File: src/design/tpfb_pkg.sv
`timescale 1ns / 1ps
// Shared types, constants and font for the text-to-page frame buffer.
// No dependencies.
package tpfb_pkg;

    localparam int PANEL_WIDTH   = 128;
    localparam int PANEL_HEIGHT  = 64;
    localparam int GLYPH_HEIGHT  = 8;
    localparam int GLYPH_ADVANCE = 6;
    localparam int GLYPH_COLS    = 5;
    localparam int STORE_DEPTH   = 1024;
    localparam int STORE_WIDTH   = 8;
    localparam int ADDR_W        = $clog2(STORE_DEPTH);
    localparam int GLYPHS        = 70;
    localparam int GIDX_W        = $clog2(GLYPHS);

    localparam logic [1:0] OP_DRAW   = 2'd0;
    localparam logic [1:0] OP_CLEAR  = 2'd1;
    localparam logic [1:0] OP_READ   = 2'd2;
    localparam logic [1:0] OP_UNUSED = 2'd3;

    localparam logic [GIDX_W-1:0] G_DIGIT0   = GIDX_W'(0);
    localparam logic [GIDX_W-1:0] G_UPPER_A  = GIDX_W'(10);
    localparam logic [GIDX_W-1:0] G_LOWER_A  = GIDX_W'(36);
    localparam logic [GIDX_W-1:0] G_PLUS     = GIDX_W'(62);
    localparam logic [GIDX_W-1:0] G_MINUS    = GIDX_W'(63);
    localparam logic [GIDX_W-1:0] G_DOT      = GIDX_W'(64);
    localparam logic [GIDX_W-1:0] G_SLASH    = GIDX_W'(65);
    localparam logic [GIDX_W-1:0] G_COLON    = GIDX_W'(66);
    localparam logic [GIDX_W-1:0] G_UNDER    = GIDX_W'(67);
    localparam logic [GIDX_W-1:0] G_QUEST    = GIDX_W'(68);
    localparam logic [GIDX_W-1:0] G_SPACE    = GIDX_W'(69);

    typedef enum logic [2:0] {
        ST_INIT,
        ST_IDLE,
        ST_CLEAR,
        ST_RD_REQ,
        ST_RD_OUT,
        ST_DRAW_RD,
        ST_DRAW_WR
    } tpfb_state_t;

    typedef struct packed {
        logic accept;
        logic clr_wr;
        logic rd_req;
        logic rd_draw;
        logic wr_draw;
        logic out_load;
        logic step;
    } tpfb_cmd_t;

    typedef struct packed {
        logic [1:0] op;
        logic       go;
        logic       clr_last;
        logic       draw_last;
        logic       mask_zero;
        logic       out_free;
    } tpfb_status_t;

    localparam logic [7:0] FONT [GLYPHS][GLYPH_COLS] = '{
        '{8'h3E, 8'h51, 8'h49, 8'h45, 8'h3E}, '{8'h00, 8'h42, 8'h7F, 8'h40, 8'h00},
        '{8'h42, 8'h61, 8'h51, 8'h49, 8'h46}, '{8'h21, 8'h41, 8'h45, 8'h4B, 8'h31},
        '{8'h18, 8'h14, 8'h12, 8'h7F, 8'h10}, '{8'h27, 8'h45, 8'h45, 8'h45, 8'h39},
        '{8'h3C, 8'h4A, 8'h49, 8'h49, 8'h30}, '{8'h01, 8'h71, 8'h09, 8'h05, 8'h03},
        '{8'h36, 8'h49, 8'h49, 8'h49, 8'h36}, '{8'h06, 8'h49, 8'h49, 8'h29, 8'h1E},
        '{8'h7E, 8'h11, 8'h11, 8'h11, 8'h7E}, '{8'h7F, 8'h49, 8'h49, 8'h49, 8'h36},
        '{8'h3E, 8'h41, 8'h41, 8'h41, 8'h22}, '{8'h7F, 8'h41, 8'h41, 8'h22, 8'h1C},
        '{8'h7F, 8'h49, 8'h49, 8'h49, 8'h41}, '{8'h7F, 8'h09, 8'h09, 8'h09, 8'h01},
        '{8'h3E, 8'h41, 8'h49, 8'h49, 8'h7A}, '{8'h7F, 8'h08, 8'h08, 8'h08, 8'h7F},
        '{8'h00, 8'h41, 8'h7F, 8'h41, 8'h00}, '{8'h20, 8'h40, 8'h41, 8'h3F, 8'h01},
        '{8'h7F, 8'h08, 8'h14, 8'h22, 8'h41}, '{8'h7F, 8'h40, 8'h40, 8'h40, 8'h40},
        '{8'h7F, 8'h02, 8'h0C, 8'h02, 8'h7F}, '{8'h7F, 8'h04, 8'h08, 8'h10, 8'h7F},
        '{8'h3E, 8'h41, 8'h41, 8'h41, 8'h3E}, '{8'h7F, 8'h09, 8'h09, 8'h09, 8'h06},
        '{8'h3E, 8'h41, 8'h51, 8'h21, 8'h5E}, '{8'h7F, 8'h09, 8'h19, 8'h29, 8'h46},
        '{8'h46, 8'h49, 8'h49, 8'h49, 8'h31}, '{8'h01, 8'h01, 8'h7F, 8'h01, 8'h01},
        '{8'h3F, 8'h40, 8'h40, 8'h40, 8'h3F}, '{8'h1F, 8'h20, 8'h40, 8'h20, 8'h1F},
        '{8'h3F, 8'h40, 8'h38, 8'h40, 8'h3F}, '{8'h63, 8'h14, 8'h08, 8'h14, 8'h63},
        '{8'h07, 8'h08, 8'h70, 8'h08, 8'h07}, '{8'h61, 8'h51, 8'h49, 8'h45, 8'h43},
        '{8'h20, 8'h54, 8'h54, 8'h54, 8'h78}, '{8'h7F, 8'h48, 8'h44, 8'h44, 8'h38},
        '{8'h38, 8'h44, 8'h44, 8'h44, 8'h20}, '{8'h38, 8'h44, 8'h44, 8'h48, 8'h7F},
        '{8'h38, 8'h54, 8'h54, 8'h54, 8'h18}, '{8'h08, 8'h7E, 8'h09, 8'h01, 8'h02},
        '{8'h0C, 8'h52, 8'h52, 8'h52, 8'h3E}, '{8'h7F, 8'h08, 8'h04, 8'h04, 8'h78},
        '{8'h00, 8'h44, 8'h7D, 8'h40, 8'h00}, '{8'h20, 8'h40, 8'h44, 8'h3D, 8'h00},
        '{8'h7F, 8'h10, 8'h28, 8'h44, 8'h00}, '{8'h00, 8'h41, 8'h7F, 8'h40, 8'h00},
        '{8'h7C, 8'h04, 8'h18, 8'h04, 8'h78}, '{8'h7C, 8'h08, 8'h04, 8'h04, 8'h78},
        '{8'h38, 8'h44, 8'h44, 8'h44, 8'h38}, '{8'h7C, 8'h14, 8'h14, 8'h14, 8'h08},
        '{8'h08, 8'h14, 8'h14, 8'h18, 8'h7C}, '{8'h7C, 8'h08, 8'h04, 8'h04, 8'h08},
        '{8'h48, 8'h54, 8'h54, 8'h54, 8'h20}, '{8'h04, 8'h3F, 8'h44, 8'h40, 8'h20},
        '{8'h3C, 8'h40, 8'h40, 8'h20, 8'h7C}, '{8'h1C, 8'h20, 8'h40, 8'h20, 8'h1C},
        '{8'h3C, 8'h40, 8'h30, 8'h40, 8'h3C}, '{8'h44, 8'h28, 8'h10, 8'h28, 8'h44},
        '{8'h0C, 8'h50, 8'h50, 8'h50, 8'h3C}, '{8'h44, 8'h64, 8'h54, 8'h4C, 8'h44},
        '{8'h08, 8'h08, 8'h3E, 8'h08, 8'h08}, '{8'h08, 8'h08, 8'h08, 8'h08, 8'h08},
        '{8'h00, 8'h60, 8'h60, 8'h00, 8'h00}, '{8'h20, 8'h10, 8'h08, 8'h04, 8'h02},
        '{8'h00, 8'h36, 8'h36, 8'h00, 8'h00}, '{8'h40, 8'h40, 8'h40, 8'h40, 8'h40},
        '{8'h02, 8'h01, 8'h51, 8'h09, 8'h06}, '{8'h00, 8'h00, 8'h00, 8'h00, 8'h00}
    };

    function automatic logic [GIDX_W-1:0] glyph_index(input logic [7:0] c);
        logic [GIDX_W-1:0] g;
        g = G_QUEST;
        if (c == 8'h20) begin
            g = G_SPACE;
        end else if (c >= 8'h30 && c <= 8'h39) begin
            g = G_DIGIT0 + GIDX_W'(c - 8'h30);
        end else if (c >= 8'h41 && c <= 8'h5A) begin
            g = G_UPPER_A + GIDX_W'(c - 8'h41);
        end else if (c >= 8'h61 && c <= 8'h7A) begin
            g = G_LOWER_A + GIDX_W'(c - 8'h61);
        end else if (c == 8'h2B) begin
            g = G_PLUS;
        end else if (c == 8'h2D) begin
            g = G_MINUS;
        end else if (c == 8'h2E) begin
            g = G_DOT;
        end else if (c == 8'h2F) begin
            g = G_SLASH;
        end else if (c == 8'h3A) begin
            g = G_COLON;
        end else if (c == 8'h5F) begin
            g = G_UNDER;
        end
        return g;
    endfunction

endpackage

File: src/design/tpfb_ctrl.sv
`timescale 1ns / 1ps
// Controller state machine: sequences clears, reads and glyph read-modify-writes.
// Depends on tpfb_pkg.
module tpfb_ctrl (
    input  logic                  aclk,
    input  logic                  aresetn,
    input  logic                  s_valid,
    output logic                  s_ready,
    input  tpfb_pkg::tpfb_status_t sts,
    output tpfb_pkg::tpfb_cmd_t    cmd
);
    import tpfb_pkg::*;

    tpfb_state_t state_reg, state_next;
    logic        acc;

    assign s_ready = (state_reg == ST_IDLE);
    assign acc     = s_valid && s_ready;

    always_ff @(posedge aclk) begin
        if (!aresetn) begin
            state_reg <= ST_INIT;
        end else begin
            state_reg <= state_next;
        end
    end

    always_comb begin
        state_next = state_reg;
        case (state_reg)
            ST_INIT, ST_CLEAR: begin
                if (sts.clr_last) state_next = ST_IDLE;
            end
            ST_IDLE: begin
                if (acc) begin
                    case (sts.op)
                        OP_CLEAR: state_next = ST_CLEAR;
                        OP_READ:  state_next = ST_RD_REQ;
                        OP_DRAW:  state_next = sts.go ? ST_DRAW_RD : ST_IDLE;
                        default:  state_next = ST_IDLE;
                    endcase
                end
            end
            ST_RD_REQ: state_next = ST_RD_OUT;
            ST_RD_OUT: begin
                if (sts.out_free) state_next = ST_IDLE;
            end
            ST_DRAW_RD: begin
                if (!sts.mask_zero) begin
                    state_next = ST_DRAW_WR;
                end else if (sts.draw_last) begin
                    state_next = ST_IDLE;
                end
            end
            ST_DRAW_WR: state_next = sts.draw_last ? ST_IDLE : ST_DRAW_RD;
            default:    state_next = ST_INIT;
        endcase
    end

    always_comb begin
        cmd = '0;
        cmd.accept = acc;
        case (state_reg)
            ST_INIT, ST_CLEAR: cmd.clr_wr = 1'b1;
            ST_RD_REQ:         cmd.rd_req = 1'b1;
            ST_RD_OUT:         cmd.out_load = sts.out_free;
            ST_DRAW_RD: begin
                cmd.rd_draw = !sts.mask_zero;
                cmd.step    = sts.mask_zero;
            end
            ST_DRAW_WR: begin
                cmd.wr_draw = 1'b1;
                cmd.step    = 1'b1;
            end
            default: cmd.accept = acc;
        endcase
    end
endmodule

File: config.mk
export PLATFORM = sky130hd
export DESIGN_NAME = tpfb_ctrl
export DESIGN_NICKNAME = d
export VERILOG_FILES = /design/src/design/tpfb_pkg.sv /design/src/design/tpfb_ctrl.sv
export SDC_FILE = /design/constraint.sdc
export NUM_CORES = 1
export LEC_CHECK = 0
export CORE_AREA = 2 2 39 41
export DETAILED_ROUTE_END_ITERATION = 7
export DIE_AREA = 0 0 41 43
export DONT_BUFFER_PORTS = 1
export PLACE_DENSITY = 0.39
export SKIP_LAST_GASP = 1
export SLEW_MARGIN = 10
export SYNTH_ARGS = -nofsm -noshare
export SYNTH_HDL_FRONTEND = slang
export SYNTH_SLANG_ARGS = --single-unit
export TNS_END_PERCENT = 20
File: constraint.sdc
create_clock -name aclk -period 2 [get_ports aclk]
set_clock_uncertainty 0.05 [all_clocks]
set_input_delay 0.3 -clock aclk [delete_from_list [all_inputs] [get_ports aclk]]
set_output_delay 0.3 -clock aclk [all_outputs]
set_load 0.05 [all_outputs]
==> out/metrics.cfg, run 1 <==
[run_status]
status=completed

[synth]
synth-edff-count=0
synthTopCellsByCount=nor2_1 (5), inv_1 (4), dfxtp_1 (3), nand2b_1 (3)
synth.area.mux_share_pct=0
synth.most_common_cell=nor2_1
synth_top_area_share_pct=18.2
ys_top_cells_by_area=dfxtp_1 (18%), ha_1 (7.6%), o211a_1 (6.1%), nand2b_1 (5.7%), nor2_1 (5.7%)
synth_compound_area_share_pct=26.5
synth-main-ff-cell=dfxtp_1
yosys.area.top_type=dfxtp_1
ys_ff_latch=3
synth_top_family_by_area=simple AND/OR/NAND/NOR gates
ys_types=22
yosys.area_share.simple_pct=34.5
synthesis.nets=54
synth_xor_xnor_area_share_pct=0
syn_area_um2=330
synth_fa_ha_area_share_pct=7.58
ys_seq_area_share_pct=18.2
netlist_instances=42
yosysWarnings=0
async_flop_share_pct=0
avgSynthCellArea_um2=7.86

[final_layout]
final_cell_area_um2=419
syn_to_final_growth_pct=26.9
final_core_util_pct=30.3
drive_gt1_share_pct=28.6
stdcell_count=65
largest_reg_flops=3
nets=62
diodes=0

[routing]
num_vias=324
wire_per_inst_um=11.9
drc=0
firstDrtPassIters=2
drt_wl_total_um=776
drt-initial-drc-count=6
ant_nets=0
viasPerCell=4.98

[die]
die_y_um=43
row_count=14
coreArea_mm2=0.00138
io_pins=18
initial_core_util_pct=23.9
die_area_mm2=0.00176
fp.dieW_um=41

[global_route]
use_met3_pct=9.42
grt_pass1_wl_mm=1.10
grt.met1_usage_pct=10.9
grt_use_total_pct=9.83
grt_max_degree=12
grt-busiest-layer=met2
met2_usage_pct=12.5
grt_pass1_vias=278
grt_overflow=0
antenna_found_initial=0

[hold_path]
hold_path_class=input pin to register

[cts]
clkSinkCount=3
insertion_delay_ns=0.23
cts.clk_slew.worst_paths_ns=0.04
cts_tree=yes
ctsResizeCount=0
postCtsSetupBuffers=0
cts_hold_buffers=0
clock-root-buffer=clkbuf_4
numCtsBuffers=3
cts_buffer_depth=2
h-tree-depth=1

[critical_path]
crit_chain=inv_1 -> nor4b_2 -> buf_4
path_max_fanout=11
cp_slowest_stage_delay_ns=0.50
start_kind=register
arrival_ns=1.44
cp.required_ns=1.65
path_class=register to output pin
crit_path_end_kind=output pin
cpMaxStageDelayCell=dfxtp_1

[placed_design]
gp_congestion=0.672
dpl_cell_area_um2=393
io_buffers=0
dp_hpwl_um=616
dp.cells=61

[power_and_ir_drop]
p_per_area_mw_per_mm2=563
peakVddDrop_mv=0.181
finalPower_w=0.000236
power_leakage_nw=0.181

[timing]
fin_crit_ns=1.79
min_period_over_period_pct=89.4
max_freq_mhz=560
slew_headroom_pct=74.9
hold_viol=0
worstMarginPinSlew_ns=0.371
slew_viol_final=0
setup_viol=0
rsz0062_at_grt=no
fin_setup_tns_ns=0

[flow_run]
maxCapViolations=0

-- cell usage in the layout (no fill, tap or decap) --
master    instances
nor2_1            5
inv_1             4
nand2b_1          3
and3_2            1
clkbuf_4          3
and4bb_2          1
a21oi_1           2
ha_1              2
nor4b_2           1
nand3b_1          2
o31ai_2           1
buf_12            1
nor4b_1           1
dfxtp_1           3
buf_4             6
a311oi_1          2
o211a_1           2
and2_1            2
o211ai_1          1
o21ai_0           1
clkbuf_1          1
nor3_1            1
o21a_1            2
nor2b_1           1
-- power by group --
group          switching (W)  internal [W]  total [W]
Combinational      0.0000350     0.0000236  0.0000586
Sequential        0.00000755     0.0000631  0.0000706
Clock              0.0000320     0.0000748   0.000107
Total              0.0000746      0.000161   0.000236
-- stage by stage --
| stage | worst slack, ns | hold WS, ns |
|---|---|---|
| detailed placement | 0.474 | 0.376 |
| global placement | 0.497 | 0.377 |
| finish | 0.213 | 0.134 |
| CTS | 0.217 | 0.130 |
| global route | 0.106 | 0.119 |
| floorplan | -0.0592 | 0.368 |
-- critical path: cells and delay by family (launching register included) --
kind	cells	cell delay, ns
and+or+nand+nor	1	0.29
DFF	1	0.50
buffers and inverters	2	0.41
-- metal layers --
metal / vias to the layer above / share of wire (%)
li1: 161 / -
met1: 147 / 41
met2: 16 / 45
met4: 0 / 0
met5: - / 0
met3: 0 / 14
-- logic make-up (layout without fill, tap and decap cells) --
logic type | count (synthesis) | count (layout)
AO/OA/AOI/OAI | 11 | 11
adder cells (fa/ha/maj) | 2 | 2
buffers and inverters | 8 | 15
flip-flops | 3 | 3
AND/OR/NAND/NOR | 18 | 18
-- area by class of cell --
class                   count  area [um^2]
repair buffers              7         65.1
clock buffers               4         26.3
well taps                  16         20.0
inverters                   4         15.0
fillers                   148          965
multi-input cells          31          233
flip-flops and latches      3         60.1
-- worst paths after layout --
check | from | endpoint | slack, ns | depth (start not counted)
setup / recovery | state_reg[2] | cmd[1] | 0.21 | 3
hold / removal | aresetn | state_reg[1] | 0.13 | 1
setup reg to reg | state_reg[2] | state_reg[2] | 0.74 | 3
hold reg to reg | state_reg[0] | state_reg[0] | 0.61 | 2
(Power assumes the default switching activity.)
==> inputs of run 2 (changes only) <==
Settings changed: ABC_AREA from default to 1, GPL_TIMING_DRIVEN from default to 0, PLACE_DENSITY 0.39 to 0.4.
==> out/metrics.cfg, run 2 <==
[run_status]
status=completed

[synth]
yosys.area.top_type=dfxtp_1
synth_top_area_share_pct=17.3  ; -0.92 points
netlist_instances=59  ; +40%
synthesis.nets=71  ; +31%
avgSynthCellArea_um2=5.90  ; -25%
ys_types=20  ; -9.1%
ys_top_cells_by_area=dfxtp_1 (17%), inv_1 (13%), nand2_1 (13%), nor2_1 (8.6%), ha_1 (7.2%)
ys_seq_area_share_pct=17.3  ; -0.92 points
synth-main-ff-cell=dfxtp_1
syn_area_um2=348  ; +5.3%
synthTopCellsByCount=inv_1 (12), nand2_1 (12), nor2_1 (8)
async_flop_share_pct=0  ; unchanged
synth_fa_ha_area_share_pct=7.19  ; -0.38 points
synth_xor_xnor_area_share_pct=0  ; unchanged
synth_compound_area_share_pct=7.91  ; -19 points
yosysWarnings=0  ; unchanged
yosys.area_share.simple_pct=48.9  ; +14 points
ys_ff_latch=3  ; unchanged
synth.area.mux_share_pct=0  ; unchanged
synth_top_family_by_area=simple AND/OR/NAND/NOR gates
synth-edff-count=0  ; unchanged

[placed_design]
dp.cells=75  ; +23%
io_buffers=0  ; unchanged
gp_congestion=0.729  ; +8.5%
dp_hpwl_um=663  ; +7.5%

[final_layout]
layout_common_cells=nand2_1 (12), inv_1 (11), nor2_1 (7)
syn_to_final_growth_pct=22.7
layout_commonest_cell=nand2_1
final_core_util_pct=30.8  ; +0.54 points
nets=76  ; +23%
drive_gt1_share_pct=28.6  ; unchanged
diodes=0  ; unchanged
stdcell_count=79  ; +22%
largest_reg_flops=3  ; unchanged

[timing]
hold_viol=0  ; unchanged
min_period_over_period_pct=97.9  ; +8.6 points
fin_crit_ns=1.96  ; +0.171 ns
max_freq_mhz=511  ; -8.7%
worstMarginPinSlew_ns=0.729  ; +0.357 ns
slew_viol_final=0  ; unchanged
slew_headroom_pct=51.1  ; -24 points
setup_viol=0  ; unchanged
fin_setup_tns_ns=0  ; unchanged
rsz0062_at_grt=yes

[critical_path]
cp.required_ns=1.65  ; about the same
arrival_ns=1.61  ; +0.17 ns
path_max_fanout=8  ; -3
path_class=register to output pin
start_kind=register
crit_path_end_kind=output pin

[global_route]
grt_pass1_wl_mm=1.27  ; +16%
grt_pass1_vias=320  ; +15%
antenna_found_initial=0  ; unchanged
grt_use_total_pct=11.2  ; +1.3 points
grt_max_degree=9  ; -3
grt_overflow=0  ; unchanged

[routing]
num_vias=351  ; +8.3%
firstDrtPassIters=2  ; unchanged
wire_per_inst_um=9.91  ; -17%
drc=0  ; unchanged
viasPerCell=4.44  ; -11%
drt-initial-drc-count=2  ; -4
ant_nets=0  ; unchanged
drt_wl_total_um=783  ; +0.90%

[cts]
cts.clk_slew.worst_paths_ns=0.04  ; about the same
numCtsBuffers=3  ; unchanged
clock-root-buffer=clkbuf_4
clkSinkCount=3  ; unchanged
h-tree-depth=1  ; unchanged
cts_hold_buffers=0  ; unchanged
insertion_delay_ns=0.23  ; about the same
cts_tree=yes
cts_buffer_depth=2  ; unchanged

[die]
die_area_mm2=0.00176  ; unchanged
io_pins=18  ; unchanged
coreArea_mm2=0.00138  ; unchanged
row_count=14  ; unchanged
die_y_um=43  ; unchanged
initial_core_util_pct=25.1  ; +1.3 points
fp.dieW_um=41  ; unchanged

[flow_run]
maxCapViolations=0  ; unchanged

[hold_path]
hold_path_class=input pin to register

[power_and_ir_drop]
power_leakage_nw=0.228  ; +26%
p_per_area_mw_per_mm2=694  ; +23%
peakVddDrop_mv=0.296  ; +63%

run 2: layer usage:
| layer | global-route usage (%) | vias to the layer above | share of wire [%] |
|---|---|---|---|
| li1 | - | 190 | - |
| met1 | 11.9 | 151 | 40 |
| met2 | 15.3 | 8 | 53 |
| met3 | 3.66 | 2 | 5.5 |
| met4 | 12.0 | 0 | 1.1 |
| met5 | 0 | - | 0 |
run 2: cell type report:
class / instances / area [um^2]
Sequential cell: 3 / 61.3
Fill cell: 159 / 957
Buffer: 2 / 12.5
Multi-Input combinational cell: 40 / 254
Clock buffer: 4 / 26.3
Tap cell: 16 / 20.0
Inverter: 14 / 52.6
run 2: kinds of logic (layout without fill, tap and decap cells):
| kind of cell | count (synthesis) | in the layout |
|---|---|---|
| flip-flops | 3 | 3 |
| adder cells (fa/ha/maj) | 2 | 2 |
| AND/OR/NAND/NOR | 34 | 34 |
| AO/OA/AOI/OAI | 4 | 4 |
| buffers and inverters | 16 | 20 |
run 2: worst paths after layout:
check	cells past startpoint	end	start	slack [ns]
worst max-delay path	4	cmd[0]	state_reg[2]	0.04
worst min-delay path	2	state_reg[1]	aresetn	0.13
worst max register to register	7	state_reg[1]	state_reg[0]	0.23
worst min register to register	2	state_reg[1]	state_reg[1]	0.53
run 2: what timing repair did:
action,4_1_cts,5_1_grt
buffers inserted,0,0
pin swaps,0,2
gates resized for setup,3,3
endpoints found under the setup margin,2,2
run 2: where the power goes:
part           switching [W]  internal [W]
logic              0.0000798     0.0000275
registers          0.0000155     0.0000669
clock network      0.0000314     0.0000748
run 2: metrics by stage:
step | total power [W] | setup slack (ns) | hold WS (ns) | cell area (um^2)
floorplan | 0.000172 | -0.0831 | 0.370 | 359
global placement | 0.000186 | -0.180 | 0.377 | 379
detailed placement | 0.000185 | -0.170 | 0.377 | 379
CTS | 0.000303 | -0.0821 | 0.126 | 423
global route | 0.000327 | -0.0274 | 0.118 | 427
finish | 0.000296 | 0.0414 | 0.133 | 427
run 2: worst max-delay path: stages (launching register included):
cell and delay, ns:
dfxtp_1 0.29, buf_2 0.20, inv_2 0.11, nor3_4 0.45, or2_4 0.32
==> inputs of run 3 (changes only) <==
Settings changed: ABC_AREA 1 to default, PLACE_DENSITY 0.4 to 0.39.
==> out/metrics.cfg, run 3 (synthesized netlist as in run 1, its figures left out) <==
[timing]
rsz0062_at_grt=yes
fin_crit_ns=2.02  ; +0.0573 ns
fin_hold_ws_ns=0.151  ; +0.0178 ns
slew_viol_final=0  ; unchanged
hold_viol=0  ; unchanged
setup_viol=3  ; +3
fin_ws_ns=-0.0158  ; -0.0573 ns
slew_headroom_pct=40.8  ; -10 points
worstMarginPinSlew_ns=0.885  ; +0.157 ns
min_period_over_period_pct=101  ; +2.9 points
max_freq_mhz=496  ; -2.8%

[critical_path]
critical_path.startpoint=state_reg[1]
crit_path_end_kind=output pin
path_max_fanout=10  ; +2
crit_family=simple AND/OR/NAND/NOR gates
path_class=register to output pin
arrival_ns=1.67  ; +0.06 ns
cp.required_ns=1.65  ; about the same
crit_chain=buf_2 -> nand2b_1 -> nor2_1
start_kind=register
r2r-start=state_reg[2]
path_buf_inv=1  ; -1
cpMaxStageDelayCell=nor2_1
cp_slowest_stage_delay_ns=0.72  ; +0.27 ns

[power_and_ir_drop]
internal_power_w=0.000159  ; -6.3%
switchingPower_w=0.0000752  ; -41%
p_per_area_mw_per_mm2=580  ; -16%
swShare_pct=32.2  ; -11 points
finalPower_w=0.000234  ; -21%
peakVddDrop_mv=0.207  ; -30%
power_frac_seq_pct=27.6  ; -0.2 points
combPwrFrac_pct=27.6  ; -8.7 points
clkPwrFrac_pct=44.8  ; +8.9 points
power_leakage_nw=0.168  ; -27%

[cts]
cts.clk_slew.worst_paths_ns=0.04  ; about the same
numCtsBuffers=3  ; unchanged
insertion_delay_ns=0.23  ; about the same
clkSinkCount=3  ; unchanged
clock-root-buffer=clkbuf_4
h-tree-depth=1  ; unchanged
cts_tree=yes
cts_buffer_depth=2  ; unchanged

[final_layout]
layout_common_cells=inv_1 (4), nor2_1 (4), nand2b_1 (3), clkbuf_4 (3), dfxtp_1 (3)
multi_input_area_um2=253  ; -0.49%
nFillCells=167  ; +5.0%
stdcell_count=62  ; -22%
largest_reg_flops=3  ; unchanged
seqCellArea_um2=60.1  ; -2.0%
nets=59  ; -22%
final_core_util_pct=29.1  ; -1.7 points
diodes=0  ; unchanged
syn_to_final_growth_pct=22.0
drive_gt1_share_pct=28.3  ; -0.31 points

[routing]
drt-initial-drc-count=11  ; +9
ant_nets=0  ; unchanged
viasPerCell=5.16  ; +16%
num_vias=320  ; -8.8%
firstDrtPassIters=2  ; unchanged
wl_met2_um=391  ; -5.6%
drc=0  ; unchanged
wire_per_inst_um=12.9  ; +30%
wl_met3_um=75  ; +74%
drt_wl_total_um=799  ; +2.0%
wl_met1_um=332  ; +5.1%
top_layer=met3

[die]
coreArea_mm2=0.00138  ; unchanged
row_count=14  ; unchanged
die_area_mm2=0.00176  ; unchanged
die_y_um=43  ; unchanged
initial_core_util_pct=23.9  ; -1.3 points
io_pins=18  ; unchanged
fp.dieW_um=41  ; unchanged

[run_status]
failed_checks=setup timing
status=finished, violations left

[hold_path]
min_from=aresetn
hold_path_class=input pin to register

[global_route]
grt_use_total_pct=9.73  ; -1.4 points
grt_pass1_wl_mm=1.12  ; -11%
grt_pass1_vias=279  ; -13%
grt_max_degree=11  ; +2
grt_overflow=0  ; unchanged
antenna_found_initial=0  ; unchanged

[placed_design]
dp_hpwl_um=668  ; +0.69%
preCtsSetupSlack_ns=-0.166  ; +0.00381 ns
gp_congestion=0.686  ; -5.9%
dp.cells=58  ; -23%
io_buffers=0  ; unchanged

[flow_run]
maxCapViolations=0  ; unchanged

==> run 3: changes by cell type in the layout (fill, tap and decap cells not counted), moves of 3 or more <==
cell / delta
nand4_1: -3
nor2_1: -3
nand3_1: -4
inv_2: -3
inv_1: -7
nand2b_1: +3
nand2_1: -12
==> run 3: area by class of cell <==
type                    count  area share [%]
inverters                   4            3.73
clock buffers               4            6.52
well taps                  16            4.97
multi-input cells          31            62.7
flip-flops and latches      3            14.9
plain buffers               4            7.14
==> run 3: final timing paths <==
| check | end | slack (ns) | cells past startpoint |
|---|---|---|---|
| min | state_reg[0] | 0.15 | 1 |
| max | cmd[3] | -0.02 | 3 |
| max reg2reg | state_reg[2] | 0.65 | 4 |
| min reg2reg | state_reg[0] | 0.61 | 3 |
==> run 3: worst reg2reg max path: cells and delay by family (launching register included) <==
family | cells | cell delay [ns]
compound gates | 2 | 0.26
buf+inv | 1 | 0.22
flops | 1 | 0.31
simple gates | 1 | 0.42
==> run 3: routing by layer <==
metal | track usage (%) | vias up
met5 | 0 | -
met3 | 4.71 | 0
li1 | - | 158
met1 | 10.3 | 150
met4 | 4.00 | 0
met2 | 15.6 | 12
==> run 3: repair_timing <==
item	in CTS	in global routing
endpoints found under the setup margin	3	5
hold buffers	0	0
resized for setup	2	2
buffers inserted	0	0
==> run 3: stage by stage <==
step                      area (um^2)  setup TNS [ns]
after floorplan                   337         -0.0592
after global placement            357          -0.170
after detailed placement          357          -0.190
after CTS                         394          -0.290
after global routing              403          -0.303
final                             403         -0.0330
==> run 3: power by group through the flow <==
stage | logic, W | clock network, W | registers, W
after floorplan | 0.0000542 | 0 | 0.0000653
after global placement | 0.0000601 | 0 | 0.0000656
after detailed placement | 0.0000608 | 0 | 0.0000656
after CTS | 0.0000633 | 0.000112 | 0.0000646
after global routing | 0.0000691 | 0.000114 | 0.0000648
final | 0.0000645 | 0.000105 | 0.0000646
